<file path="src/hdl/mrr_pkg.sv">
// Shared types and codes for the multicore round-robin scheduler.
// No dependencies.
package mrr_pkg;

    typedef enum logic [0:0] {
        ST_IDLE,
        ST_EXEC
    } state_t;

    // operation codes (s_tuser)
    localparam logic [1:0] OP_LOAD    = 2'd0;
    localparam logic [1:0] OP_UNBLOCK = 2'd1;
    localparam logic [1:0] OP_EVENT   = 2'd2;

    // core event causes
    localparam logic [1:0] REASON_TICK  = 2'd0;
    localparam logic [1:0] REASON_BLOCK = 2'd1;
    localparam logic [1:0] REASON_EXIT  = 2'd2;

    // result error codes
    localparam logic [1:0] ERR_OK      = 2'd0;
    localparam logic [1:0] ERR_FULL    = 2'd1;
    localparam logic [1:0] ERR_UNKNOWN = 2'd2;

    // configuration register indexes
    localparam logic [2:0] REG_ACTIVE_CORES = 3'd0;
    localparam logic [2:0] REG_QUANTUM0     = 3'd1;
    localparam logic [2:0] REG_QUANTUM3     = 3'd4;

    localparam int         NUM_QUANTUM       = 4;
    localparam logic [2:0] ACTIVE_CORES_RST  = 3'd4;
    localparam logic [15:0] QUANTUM_RST      = 16'd10;

    // result beat, next_pid in the lowest bits
    typedef struct packed {
        logic [1:0] error_code;
        logic [1:0] assigned_core;
        logic       next_idle;
        logic [5:0] next_pid;
    } result_t;

endpackage

</file>
<file path="src/hdl/mrr_ram.sv">
// Generic simple dual-port RAM: one write port, one read port with registered data.
// No dependencies; read data holds while the read enable is low.
module mrr_ram #(
    parameter int WIDTH = 8,
    parameter int DEPTH = 16,
    localparam int AW = (DEPTH > 1) ? $clog2(DEPTH) : 1
) (
    input  logic             aclk,
    input  logic             we,
    input  logic [AW-1:0]    waddr,
    input  logic [WIDTH-1:0] wdata,
    input  logic             re,
    input  logic [AW-1:0]    raddr,
    output logic [WIDTH-1:0] rdata
);

    logic [WIDTH-1:0] mem [DEPTH];
    logic [WIDTH-1:0] rdata_reg;

    always_ff @(posedge aclk) begin
        if (we) begin
            mem[waddr] <= wdata;
        end
        if (re) begin
            rdata_reg <= mem[raddr];
        end
    end

    assign rdata = rdata_reg;

endmodule

</file>
<file path="src/hdl/multicore_round_robin_scheduler.sv">
// Top level of the multicore round-robin scheduler.
// Depends on mrr_pkg and mrr_ram (ready queues and home-core table).
//
// Usage:
//   Input beats (s_*) carry one request: load a new process, unblock a
//   process, or report a tick/block/exit event on one core. Every request
//   gives exactly one result beat (m_*): the pid the core runs next or idle,
//   the core a loaded process was placed on, and an error code.
//   The user writes configuration (active cores, per-core quantum) through
//   cfg_wr_en/cfg_index/cfg_wr_data while no request is in flight; the block does not enforce this.
// Timing:
//   The accept edge reads the ready-queue memory and the home table; the
//   write-back edge, once the result register is free, modifies and writes
//   them back and loads the result register, which raises m_tvalid. A new
//   request is accepted only after the previous one has written back, set
//   by that read-then-write pass over the two memories.
// Reset:
//   All cores idle, every queue empty, every count and remaining slice zero,
//   every quantum at QUANTUM_RST, no process has a home. Memories need no
//   clearing pass; the block is ready in the cycle after reset is released.
// Back-pressure:
//   While a result waits on m_tready one more request is accepted; it holds
//   in its write-back stage until the result register frees.
module multicore_round_robin_scheduler
    import mrr_pkg::*;
#(
    parameter int CORES       = 4,
    parameter int QUEUE_DEPTH = 16,
    parameter int PID_COUNT   = 64
) (
    input  logic        aclk,
    input  logic        aresetn,
    // input channel
    input  logic        s_tvalid,
    output logic        s_tready,
    input  logic [15:0] s_tdata,   // [5:0] process_id, [7:6] core, [9:8] reason, rest zero
    input  logic [1:0]  s_tuser,   // [1:0] operation
    // result channel
    output logic        m_tvalid,
    input  logic        m_tready,
    output logic [15:0] m_tdata,   // [5:0] next_pid, [6] next_idle, [8:7] assigned_core,
                                   // [10:9] error_code, rest zero
    // configuration
    input  logic        cfg_wr_en,
    input  logic [2:0]  cfg_index,
    input  logic [15:0] cfg_wr_data
);

    localparam int CW   = (CORES > 1) ? $clog2(CORES) : 1;
    localparam int CXW  = (CW > 2) ? CW : 2;
    localparam int QW   = $clog2(QUEUE_DEPTH);
    localparam int FW   = $clog2(QUEUE_DEPTH + 1);
    localparam int SW   = $clog2(2 * QUEUE_DEPTH);
    localparam int QDEP = CORES * QUEUE_DEPTH;
    localparam int QAW  = (QDEP > 1) ? $clog2(QDEP) : 1;
    localparam int HD   = (PID_COUNT < 64) ? PID_COUNT : 64;
    localparam int HW   = $clog2(HD);
    localparam int NW   = $clog2(2 * PID_COUNT);

    localparam logic [NW-1:0]  COUNT_MAX = NW'(2 * PID_COUNT - 1);
    localparam logic [FW-1:0]  FILL_FULL = FW'(QUEUE_DEPTH);
    localparam logic [QW-1:0]  HEAD_LAST = QW'(QUEUE_DEPTH - 1);
    localparam logic [SW-1:0]  QD_S      = SW'(QUEUE_DEPTH);
    localparam logic [QAW-1:0] QD_A      = QAW'(QUEUE_DEPTH);

    // configuration registers
    logic [2:0]  active_cores_reg;
    logic [15:0] quantum_reg [NUM_QUANTUM];

    // per-core state
    logic [QW-1:0] head_reg      [CORES];
    logic [FW-1:0] fill_reg      [CORES];
    logic [NW-1:0] count_reg     [CORES];
    logic [15:0]   rq_reg        [CORES];
    logic          run_valid_reg [CORES];
    logic [5:0]    run_pid_reg   [CORES];
    logic [HD-1:0] home_valid_reg;

    // request held for the write-back cycle
    state_t        state_reg, state_next;
    logic [1:0]    op_reg;
    logic [5:0]    pid_reg;
    logic [1:0]    core_reg;
    logic [1:0]    reason_reg;
    logic [CW-1:0] best_reg;

    logic          m_valid_reg;
    result_t       result_reg, result_next;

    // input fields
    logic [1:0] in_op, in_core, in_reason;
    logic [5:0] in_pid;
    logic       accept, exec_fire;

    assign in_op     = s_tuser[1:0];
    assign in_pid    = s_tdata[5:0];
    assign in_core   = s_tdata[7:6];
    assign in_reason = s_tdata[9:8];

    assign s_tready  = (state_reg == ST_IDLE);
    assign accept    = s_tvalid && s_tready;
    assign exec_fire = (state_reg == ST_EXEC) && (!m_valid_reg || m_tready);

    // ---------------- least-loaded core search ----------------
    logic [CW-1:0] best_sel;

    always_comb begin
        int            n_eff;
        logic [NW-1:0] best_cnt;
        if (active_cores_reg == 3'd0) begin
            n_eff = 1;
        end else if (int'(active_cores_reg) > CORES) begin
            n_eff = CORES;
        end else begin
            n_eff = int'(active_cores_reg);
        end
        best_sel = '0;
        best_cnt = count_reg[0];
        for (int i = 1; i < CORES; i++) begin
            if (i < n_eff && count_reg[i] < best_cnt) begin
                best_sel = CW'(i);
                best_cnt = count_reg[i];
            end
        end
    end

    // ---------------- memories ----------------
    logic [CW-1:0]  in_core_idx;
    logic [QAW-1:0] q_raddr, q_waddr;
    logic [5:0]     q_rdata, q_wdata;
    logic           q_we;
    logic [CW-1:0]  h_rdata;
    logic           h_we;

    assign in_core_idx = (int'(in_core) < CORES) ? CW'(in_core) : '0;
    assign q_raddr     = QAW'(in_core_idx) * QD_A + QAW'(head_reg[in_core_idx]);

    mrr_ram #(
        .WIDTH (6),
        .DEPTH (QDEP)
    ) u_queue_ram (
        .aclk  (aclk),
        .we    (q_we && exec_fire),
        .waddr (q_waddr),
        .wdata (q_wdata),
        .re    (accept),
        .raddr (q_raddr),
        .rdata (q_rdata)
    );

    mrr_ram #(
        .WIDTH (CW),
        .DEPTH (HD)
    ) u_home_ram (
        .aclk  (aclk),
        .we    (h_we && exec_fire),
        .waddr (HW'(pid_reg)),
        .wdata (best_reg),
        .re    (accept),
        .raddr (HW'(in_pid)),
        .rdata (h_rdata)
    );

    // ---------------- write-back stage ----------------
    logic          pid_ok, ev_ok;
    logic [HW-1:0] pid_idx, run_idx;
    logic [CW-1:0] tc;
    logic [QW-1:0] cur_head, head_inc, enq_slot;
    logic [FW-1:0] cur_fill;
    logic [NW-1:0] cur_count;
    logic [15:0]   cur_rq, reload;
    logic          cur_runv;
    logic [5:0]    cur_runpid;
    logic [SW-1:0] slot_sum;

    logic          core_we, set_home, clear_home;
    logic [QW-1:0] head_next;
    logic [FW-1:0] fill_next;
    logic [NW-1:0] count_next;
    logic [15:0]   rq_next;
    logic          runv_next;
    logic [5:0]    runpid_next;

    assign pid_ok  = int'(pid_reg) < PID_COUNT;
    assign ev_ok   = int'(core_reg) < CORES;
    assign pid_idx = HW'(pid_reg);

    always_comb begin
        case (op_reg)
            OP_LOAD:    tc = best_reg;
            OP_UNBLOCK: tc = (int'(h_rdata) < CORES) ? h_rdata : '0;
            default:    tc = ev_ok ? CW'(core_reg) : '0;
        endcase
    end

    assign cur_head   = head_reg[tc];
    assign cur_fill   = fill_reg[tc];
    assign cur_count  = count_reg[tc];
    assign cur_rq     = rq_reg[tc];
    assign cur_runv   = run_valid_reg[tc];
    assign cur_runpid = run_pid_reg[tc];
    assign run_idx    = HW'(cur_runpid);
    assign reload     = quantum_reg[core_reg] - 16'd1;

    assign head_inc = (cur_head == HEAD_LAST) ? '0 : cur_head + QW'(1);
    assign slot_sum = SW'(cur_head) + SW'(cur_fill);
    assign enq_slot = (slot_sum >= QD_S) ? QW'(slot_sum - QD_S) : QW'(slot_sum);
    assign q_waddr  = QAW'(tc) * QD_A + QAW'(enq_slot);

    always_comb begin
        logic          r_valid;
        logic [5:0]    r_pid;
        logic [CXW-1:0] acore_x;
        core_we     = 1'b0;
        set_home    = 1'b0;
        clear_home  = 1'b0;
        q_we        = 1'b0;
        h_we        = 1'b0;
        q_wdata     = pid_reg;
        head_next   = cur_head;
        fill_next   = cur_fill;
        count_next  = cur_count;
        rq_next     = cur_rq;
        runv_next   = cur_runv;
        runpid_next = cur_runpid;
        r_valid     = cur_runv;
        r_pid       = cur_runpid;
        acore_x     = CXW'(best_reg);
        result_next = '0;

        case (op_reg)
            OP_LOAD: begin
                if (!pid_ok) begin
                    result_next.error_code = ERR_UNKNOWN;
                end else if (cur_fill >= FILL_FULL) begin
                    result_next.error_code = ERR_FULL;
                end else begin
                    q_we      = 1'b1;
                    core_we   = 1'b1;
                    fill_next = cur_fill + FW'(1);
                    result_next.assigned_core = acore_x[1:0];
                    if (!home_valid_reg[pid_idx]) begin
                        h_we     = 1'b1;
                        set_home = 1'b1;
                    end
                    if (cur_count < COUNT_MAX) begin
                        count_next = cur_count + NW'(1);
                    end
                end
            end
            OP_UNBLOCK: begin
                if (!pid_ok || !home_valid_reg[pid_idx]) begin
                    result_next.error_code = ERR_UNKNOWN;
                end else if (cur_fill >= FILL_FULL) begin
                    result_next.error_code = ERR_FULL;
                end else begin
                    q_we      = 1'b1;
                    core_we   = 1'b1;
                    fill_next = cur_fill + FW'(1);
                end
            end
            OP_EVENT: begin
                if (!ev_ok) begin
                    result_next.next_idle = 1'b1;
                end else begin
                    core_we = 1'b1;
                    if (reason_reg == REASON_BLOCK || reason_reg == REASON_EXIT) begin
                        rq_next = reload;
                        if (cur_fill != '0) begin
                            r_valid   = 1'b1;
                            r_pid     = q_rdata;
                            head_next = head_inc;
                            fill_next = cur_fill - FW'(1);
                        end else begin
                            r_valid = 1'b0;
                            r_pid   = '0;
                        end
                        if (reason_reg == REASON_EXIT) begin
                            if (cur_runv && int'(cur_runpid) < PID_COUNT) begin
                                clear_home = 1'b1;
                            end
                            if (cur_count != '0) begin
                                count_next = cur_count - NW'(1);
                            end
                        end
                    end else if (cur_rq == 16'd0 || !cur_runv) begin
                        // tick with slice expired or core idle
                        rq_next = reload;
                        if (cur_fill != '0) begin
                            r_valid   = 1'b1;
                            r_pid     = q_rdata;
                            head_next = head_inc;
                            if (cur_runv) begin
                                // requeue the preempted pid; fill stays the same
                                q_we    = 1'b1;
                                q_wdata = cur_runpid;
                            end else begin
                                fill_next = cur_fill - FW'(1);
                            end
                        end
                    end else begin
                        rq_next = cur_rq - 16'd1;
                    end
                    runv_next   = r_valid;
                    runpid_next = r_valid ? r_pid : '0;
                    result_next.next_pid  = r_valid ? r_pid : '0;
                    result_next.next_idle = !r_valid;
                end
            end
            default: ;
        endcase
    end

    // ---------------- control FSM ----------------
    always_ff @(posedge aclk) begin
        if (!aresetn) begin
            state_reg <= ST_IDLE;
        end else begin
            state_reg <= state_next;
        end
    end

    always_comb begin
        state_next = state_reg;
        case (state_reg)
            ST_IDLE: begin
                if (accept) state_next = ST_EXEC;
            end
            ST_EXEC: begin
                if (exec_fire) state_next = ST_IDLE;
            end
            default: state_next = ST_IDLE;
        endcase
    end

    // request capture
    always_ff @(posedge aclk) begin
        if (accept) begin
            op_reg     <= in_op;
            pid_reg    <= in_pid;
            core_reg   <= in_core;
            reason_reg <= in_reason;
            best_reg   <= best_sel;
        end
    end

    // ---------------- state update ----------------
    always_ff @(posedge aclk) begin
        if (!aresetn) begin
            for (int i = 0; i < CORES; i++) begin
                head_reg[i]      <= '0;
                fill_reg[i]      <= '0;
                count_reg[i]     <= '0;
                rq_reg[i]        <= '0;
                run_valid_reg[i] <= 1'b0;
                run_pid_reg[i]   <= '0;
            end
            home_valid_reg <= '0;
        end else if (exec_fire) begin
            if (core_we) begin
                head_reg[tc]      <= head_next;
                fill_reg[tc]      <= fill_next;
                count_reg[tc]     <= count_next;
                rq_reg[tc]        <= rq_next;
                run_valid_reg[tc] <= runv_next;
                run_pid_reg[tc]   <= runpid_next;
            end
            if (set_home) begin
                home_valid_reg[pid_idx] <= 1'b1;
            end
            if (clear_home) begin
                home_valid_reg[run_idx] <= 1'b0;
            end
        end
    end

    // configuration
    always_ff @(posedge aclk) begin
        if (!aresetn) begin
            active_cores_reg <= ACTIVE_CORES_RST;
            for (int i = 0; i < NUM_QUANTUM; i++) begin
                quantum_reg[i] <= QUANTUM_RST;
            end
        end else if (cfg_wr_en) begin
            if (cfg_index == REG_ACTIVE_CORES) begin
                active_cores_reg <= cfg_wr_data[2:0];
            end else if (cfg_index inside {[REG_QUANTUM0:REG_QUANTUM3]}) begin
                quantum_reg[2'(cfg_index - REG_QUANTUM0)] <= cfg_wr_data;
            end
        end
    end

    // ---------------- result register ----------------
    always_ff @(posedge aclk) begin
        if (!aresetn) begin
            m_valid_reg <= 1'b0;
        end else if (exec_fire) begin
            m_valid_reg <= 1'b1;
        end else if (m_tready) begin
            m_valid_reg <= 1'b0;
        end
    end

    always_ff @(posedge aclk) begin
        if (exec_fire) begin
            result_reg <= result_next;
        end
    end

    assign m_tvalid = m_valid_reg;
    assign m_tdata  = {5'd0, result_reg};

endmodule

</file>
<file path="config.mk">
export PLATFORM = sky130hd
export DESIGN_NAME = multicore_round_robin_scheduler
export DESIGN_NICKNAME = d
export VERILOG_FILES = /design/src/hdl/mrr_pkg.sv /design/src/hdl/mrr_ram.sv /design/src/hdl/multicore_round_robin_scheduler.sv
export SDC_FILE = /design/constraint.sdc
export NUM_CORES = 1
export LEC_CHECK = 0
export BUFFER_PORTS_ARGS = -buffer_cell sky130_fd_sc_hd__buf_2
export CAP_MARGIN = 10
export CORE_MARGIN = 4
export CORE_UTILIZATION = 35
export CTS_CLUSTER_SIZE = 28
export DETAILED_ROUTE_END_ITERATION = 12
export SLEW_MARGIN = 20
export SYNTH_ARGS = -nofsm -noshare
export SYNTH_HDL_FRONTEND = slang
export SYNTH_SLANG_ARGS = --single-unit
</file>
<file path="constraint.sdc">
create_clock -name aclk -period 6.8 [get_ports aclk]
set_input_delay 1.02 -clock aclk [delete_from_list [all_inputs] [get_ports aclk]]
set_output_delay 1.02 -clock aclk [all_outputs]
set_load 0.02 [all_outputs]
</file>
==> flow_metrics.py, run 1 <==
metrics = {
    "outcome": {
        "outcome": "complete, no violations",
    },
    "logic_synthesis": {
        "ys_seq_elements": 836,
        "ys_seq_area_share_pct": 65.6,
        "yosys-top-cells-count": "762 x edfxtp_1, 320 x nor2_1, 198 x mux4_2, 100 x mux2i_1, 81 x clkbuf_1",
        "yosysTopAreaCell": "edfxtp_1",
        "synth_top_area_share_pct": 61.6,
        "netlist_instances": 2334,
        "ys_warn_count": 0,
        "synthArstFlopShare_pct": 0,
        "synthesis.area_sq_um": 37100,
        "synth_most_common_cell": "edfxtp_1",
        "synth_edf_count": 762,
        "synth.avg_cell_area_sq_um": 15.9,
        "ys_types": 99,
        "ys_top_cells_by_area": "edfxtp_1 62%, mux4_2 12%, dfxtp_1 4.0%, nor2_1 3.2%, mux2i_1 2.7%",
        "synthFlopType": "edfxtp_1",
    },
    "critical_path": {
        "cp-end-kind": "flop",
        "cp.required_ns": 7.07,
        "slowest_stage": "edfxtp_1",
        "critPathMaxStageDelay_ns": 0.83,
        "crit_chain": "nand2_1, o21ai_4, buf_12, mux4_2, ha_1, fa_1, xnor2_1, nand4_1, nor2_1",
        "r2r_start": "op_reg[1]",
        "r2r_slack_ns": 1.16,
        "critical_path_buf_inv_count": 1,
        "r2r-end": "u_queue_ram.mem[19][2]",
        "crit_start": "op_reg[1]",
        "critPathTopFamily": "simple AND/OR/NAND/NOR gates",
        "critPathMaxFanout": 36,
        "worstSetupPathType": "flop to flop",
        "rr_worst_depth": 9,
        "cp.depth": 9,
        "critPathLaunchType": "flop",
        "crit_end": "u_queue_ram.mem[19][2]",
        "cp.arrival_ns": 5.91,
    },
    "finish": {
        "largest-register": "u_queue_ram.mem",
        "largest_reg_flops": 384,
        "area_growth_syn_to_layout_pct": 12.6,
        "diodes": 0,
        "nets": 2446,
        "largestRegisters": "u_queue_ram.mem x384, u_home_ram.mem x128",
        "drive_gt1_share_pct": 22.4,
        "fillers": 9490,
        "layoutNonFillerInstCount": 3837,
    },
    "timing": {
        "finalSetupTns_ns": 0,
        "slew_viol_final": 0,
        "tightest_slew_ns": 1.15,
        "finalSetupViolCount": 0,
        "period_minus_slack_ns": 5.64,
        "rsz0062_at_grt": "false",
        "fin_crit_sh_pct": 82.9,
        "final_hold_viol_count": 0,
        "fmax_ghz": 0.177,
        "slew-limit-headroom_pct": 23.6,
        "clock_skew_ns": 0.0306,
    },
    "worst_hold_path": {
        "hold_class": "flop to flop",
    },
    "floorplanning": {
        "initial_core_util_pct": 35.3,
        "num_rows": 119,
        "fp.dieArea_sq_um": 111000,
        "core_sq_um": 105000,
        "dieWidth_um": 334,
        "io_pins": 60,
        "dieHeight_um": 334,
    },
    "placed_design": {
        "hpwl_um": 57100,
        "gp_congestion": 0.849,
        "numPortBuffers": 48,
        "place_inst": 3672,
    },
    "global_route": {
        "track_usage_pct": 15.6,
        "grt_pass1_wl_um": 134000,
        "antenna_found_initial": 0,
        "grt.overflow.total": 0,
        "grt_max_degree": 79,
        "grt_pass1_vias": 21500,
    },
    "routing": {
        "first_iter_violations": 1908,
        "dr.pass1.iters": 5,
        "wirelength_um": 88600,
        "antenna_left": 0,
        "drc": 0,
        "vias": 21000,
        "vias_per_cell": 5.47,
        "wl_per_cell_um": 23.1,
    },
    "clocking": {
        "cts_setup_buffers": 0,
        "cts.repair.resized": 0,
        "root_buffer": "clkbuf_16",
        "insertion_delay_ns": 0.65,
        "htreeDepth": 3,
        "cts_num_sinks": 836,
        "cts_buffers": 88,
        "cts_tree": "yes",
        "clk_pin_slew_worst_paths_ns": 0.06,
        "clk_path_buf_depth": 3,
        "hold_buffers": 0,
    },
    "flow_run": {
        "maxCapViolCount": 0,
    },
    "power": {
        "p_leak_nw": 13.6,
        "powerDensity_nw_per_um2": 286,
        "ir_drop_mv": 0.203,
    },
}
## cell type report
| cell class | instances | area [sq um] | area share [%] |
|---|---|---|---|
| tap | 1391 | 1740 | 4.16 |
| clock inverter | 61 | 642 | 1.53 |
| clock buffer | 104 | 2350 | 5.61 |
| inverter | 45 | 169 | 0.404 |
| sequential | 836 | 24400 | 58.3 |
| multi-input combinational | 1309 | 12000 | 28.6 |
| timing repair buffer | 91 | 588 | 1.41 |
## cell usage in the layout, fill, tap and decap left out, types with 9 or more instances in the layout
cell type / n
clkbuf_1: 12
inv_1: 41
o221a_2: 50
nand3b_1: 9
xor2_1: 15
mux4_2: 195
o21ai_0: 28
ha_1: 32
nor2b_1: 11
nand2b_1: 22
clkinv_2: 15
mux2_2: 14
or3_1: 15
nand3_1: 25
buf_4: 41
dfxtp_1: 74
clkbuf_16: 92
nand4_1: 15
buf_2: 48
and3_1: 19
nor4_1: 11
and2_1: 65
nor2_1: 320
clkinv_1: 20
a22oi_1: 9
bufinv_16: 10
o221a_1: 16
edfxtp_1: 762
nand2_1: 59
nor3_1: 22
o211ai_1: 37
mux2i_1: 100
a21oi_1: 52
or2_2: 13
## worst min-delay path by stage
stage / slack, ns / start / to / depth (start not counted)
final: 0.48 / run_valid_reg[1] / run_valid_reg[1] / 2
after global routing: 0.51 / run_valid_reg[2] / run_valid_reg[2] / 2
after CTS: 0.49 / run_valid_reg[1] / run_valid_reg[1] / 2
after detailed placement: 0.47 / run_valid_reg[0] / run_valid_reg[0] / 2
after global placement: 0.46 / run_valid_reg[0] / run_valid_reg[0] / 2
after floorplan: 0.44 / run_valid_reg[0] / run_valid_reg[0] / 2
## metal layers
layer	track usage, %	wire length (um)	vias to the layer above
met1	21.4	37900	10800
met4	4.09	1810	0
met5	0	0	-
met2	25.5	42800	744
met3	3.10	6090	139
li1	-	-	9308
## where the power goes
| part | total [mW] | internal (mW) | switching [mW] |
|---|---|---|---|
| registers | 5.79 | 5.73 | 0.0578 |
| clock network | 4.89 | 2.87 | 2.02 |
| logic | 1.30 | 0.469 | 0.835 |
| total | 12.0 | 9.07 | 2.91 |
## kinds of logic (layout without fill, tap and decap cells)
kind of cell	after synthesis	count (layout)	share of synthesized area [%]
fa+ha+maj	33	33	1.13
xor+xnor	26	26	0.734
compound gates	283	283	6.16
simple gates	648	648	8.81
flops	836	836	65.6
buf+inv	193	301	2.34
other cells	1	5	0.0101
mux	314	314	15.2
## per-stage QoR
stage | area, sq um | total power [mW] | utilization (%) | hold slack [ns] | setup slack (ns)
finish | 41800 | 12.0 | 39.7 | 0.480 | 1.16
floorplan | 37200 | 6.81 | - | 0.443 | 1.68
detailed placement | 38800 | 7.20 | 36.9 | 0.468 | 1.23
global route | 41800 | 12.4 | 39.7 | 0.510 | 0.836
global placement | 38800 | 7.17 | 36.9 | 0.462 | 1.31
CTS | 41800 | 12.1 | 39.7 | 0.487 | 1.23
## worst reg2reg max path: cells and delay by family (launching register included)
family,cells,cell delay (ns)
DFF,1,0.83
AOI/OAI and AO/OA,1,0.45
and+or+nand+nor,3,2.22
muxes,1,0.46
xor gates and xnor gates,1,0.28
adders and majority gates,2,0.69
buffers and inverters,1,0.34
No activity file was read; power rests on OpenSTA's default activity.
==> inputs of run 2 (changes only) <==
==> constraint.sdc (replaced) <==
create_clock -name aclk -period 5.7 [get_ports aclk]
set_input_delay 0.855 -clock aclk [delete_from_list [all_inputs] [get_ports aclk]]
set_output_delay 0.855 -clock aclk [all_outputs]
set_load 0.02 [all_outputs]
==> run 2 against run 1 <==
Power rose by 18%. Clock skew fell by 0.0012 ns. Final cell count rose by 0.47%. Non-clock buffer count rose by 19. Clock-buffer cell count did not move. Sequential power rose by 19%. Largest cell class unchanged. Critical path depth fell by 1. Critical path type unchanged. First-iteration DRC count rose by 17%. Sequential cell count did not move. Register-to-register slack got worse by 0.50 ns.
==> flow_metrics.py, run 2 (same netlist as run 1, synthesis figures left out) <==
metrics = {
    "floorplanning": {
        "num_rows": 119,
        "initial_core_util_pct": 35.3,
        "fp.dieArea_sq_um": 111000,
        "core_sq_um": 105000,
        "dieWidth_um": 334,
        "io_pins": 60,
        "dieHeight_um": 334,
    },
    "global_route": {
        "antenna_found_initial": 0,
        "track_usage_pct": 15.7,
        "grt_pass1_wl_um": 136000,
        "grt.overflow.total": 0,
        "grt_max_degree": 67,
        "grt_pass1_vias": 21800,
    },
    "finish": {
        "post-route-util_pct": 39.8,
        "drive_gt1_share_pct": 22.7,
        "layout_commonest_cell": "edfxtp_1",
        "largestRegisters": "u_queue_ram.mem x384, u_home_ram.mem x128",
        "layout_common_cells": "762 x edfxtp_1, 320 x nor2_1, 196 x mux4_2",
        "area_growth_syn_to_layout_pct": 12.8,
        "diodes": 0,
        "largest-register": "u_queue_ram.mem",
        "nets": 2464,
        "largest_reg_flops": 384,
    },
    "power": {
        "p_leak_nw": 13.7,
        "sw_frac_of_total_pct": 24.5,
        "p_int_mw": 10.6,
        "ir_drop_mv": 0.220,
        "pwr-share-comb_pct": 11.3,
        "p_clk_share_pct": 39.7,
        "switching_power_mw": 3.45,
        "seqPwrFrac_pct": 49.0,
        "power_mw": 14.1,
        "powerDensity_nw_per_um2": 336,
    },
    "timing": {
        "finalSetupViolCount": 0,
        "fin_crit_sh_pct": 88.4,
        "clock_skew_ns": 0.0294,
        "fmax_ghz": 0.199,
        "slew_viol_final": 0,
        "slew-limit-headroom_pct": 30.8,
        "finalSetupTns_ns": 0,
        "period_minus_slack_ns": 5.04,
        "final_hold_viol_count": 0,
        "rsz0062_at_grt": "false",
        "tightest_slew_ns": 1.04,
    },
    "clocking": {
        "hold_buffers": 0,
        "clk_path_buf_depth": 3,
        "root_buffer": "clkbuf_16",
        "cts_num_sinks": 836,
        "cts_buffers": 87,
        "cts.repair.resized": 0,
        "htreeDepth": 3,
        "cts_tree": "yes",
        "clk_pin_slew_worst_paths_ns": 0.06,
        "cts_setup_buffers": 0,
        "insertion_delay_ns": 0.65,
    },
    "critical_path": {
        "critical_path_buf_inv_count": 0,
        "worstSetupPathType": "flop to flop",
        "critPathTopFamily": "simple AND/OR/NAND/NOR gates",
        "critPathMaxStageDelay_ns": 0.79,
        "cp.required_ns": 5.96,
        "slowest_stage": "o21ai_4",
        "r2r_slack_ns": 0.66,
        "critPathLaunchType": "flop",
        "cp.arrival_ns": 5.30,
        "cp-end-kind": "flop",
        "crit_chain": "mux2i_4, o21ai_4, mux4_2, ha_1, fa_1, xnor2_1, nand4_1, nor2_1",
        "critPathMaxFanout": 21,
    },
    "routing": {
        "wl_per_cell_um": 23.1,
        "first_iter_violations": 2228,
        "drc": 0,
        "antenna_left": 0,
        "vias": 21200,
        "wirelength_um": 89100,
        "dr.pass1.iters": 6,
        "vias_per_cell": 5.50,
    },
    "placed_design": {
        "gp_congestion": 0.833,
        "numPortBuffers": 48,
        "hpwl_um": 57300,
    },
    "worst_hold_path": {
        "hold_class": "primary input to flop",
    },
    "outcome": {
        "outcome": "complete, no violations",
    },
    "flow_run": {
        "maxCapViolCount": 0,
    },
}
[run 2: changes by cell type in the layout (fill, tap and decap cells not counted), moves of 3 or more]
cell        change
clkinv_1        +4
clkinv_4        -5
clkinvlp_4      -3
buf_12          +7
buf_4          +11
clkbuf_8        +3
clkbuf_16       -5
[run 2: worst paths after layout]
| check | end | cells after the start | from |
|---|---|---|---|
| setup / recovery | u_queue_ram.mem[35][0] | 8 | op_reg[0] |
| hold / removal | reason_reg[0] | 1 | s_tdata[8] |
| setup reg to reg | u_queue_ram.mem[35][0] | 8 | op_reg[0] |
| hold reg to reg | run_valid_reg[1] | 2 | run_valid_reg[1] |
[run 2: power by group through the flow]
stage,clock network [mW],logic (mW),registers (mW)
after detailed placement,0,1.59,7.03
final,5.59,1.60,6.90
after global routing,5.99,1.72,6.91
after floorplan,0,1.10,7.02
after global placement,0,1.56,7.02
after CTS,5.71,1.60,6.90
[run 2: layer usage]
metal,GRT usage (%),share of wire (%),wire length [um]
met1,21.9,43,38400
met2,25.6,48,42700
met3,2.79,6.7,6000
met4,4.32,2.2,1980
met5,0,0,0
[run 2: worst reg2reg max path: cells and delay by family, from the launching register on]
kind,cells,cell delay (ns)
and+or+nand+nor,2,1.45
muxes,2,0.92
AOI/OAI and AO/OA,1,0.80
adders and majority gates,2,0.69
DFF,1,0.49
xor gates and xnor gates,1,0.31
[run 2: area by class of cell]
class / instances / area [sq um]
Clock buffer: 104 / 2270
Clock inverter: 60 / 546
Fill cell: 9465 / 63400
Inverter: 45 / 169
Multi-Input combinational cell: 1309 / 12000
Sequential cell: 836 / 24400
Tap cell: 1391 / 1740
Timing Repair Buffer: 110 / 826
[run 2: per-stage QoR]
stage | setup WS [ns] | std cells | hold WS (ns) | area (sq um)
global route | 0.499 | 3855 | 0.363 | 41900
global placement | 0.818 | 3690 | 0.463 | 39000
finish | 0.662 | 3855 | 0.387 | 41900
CTS | 0.705 | 3854 | 0.354 | 41900
detailed placement | 0.698 | 3690 | 0.470 | 39000
floorplan | 0.579 | 2338 | 0.443 | 37200
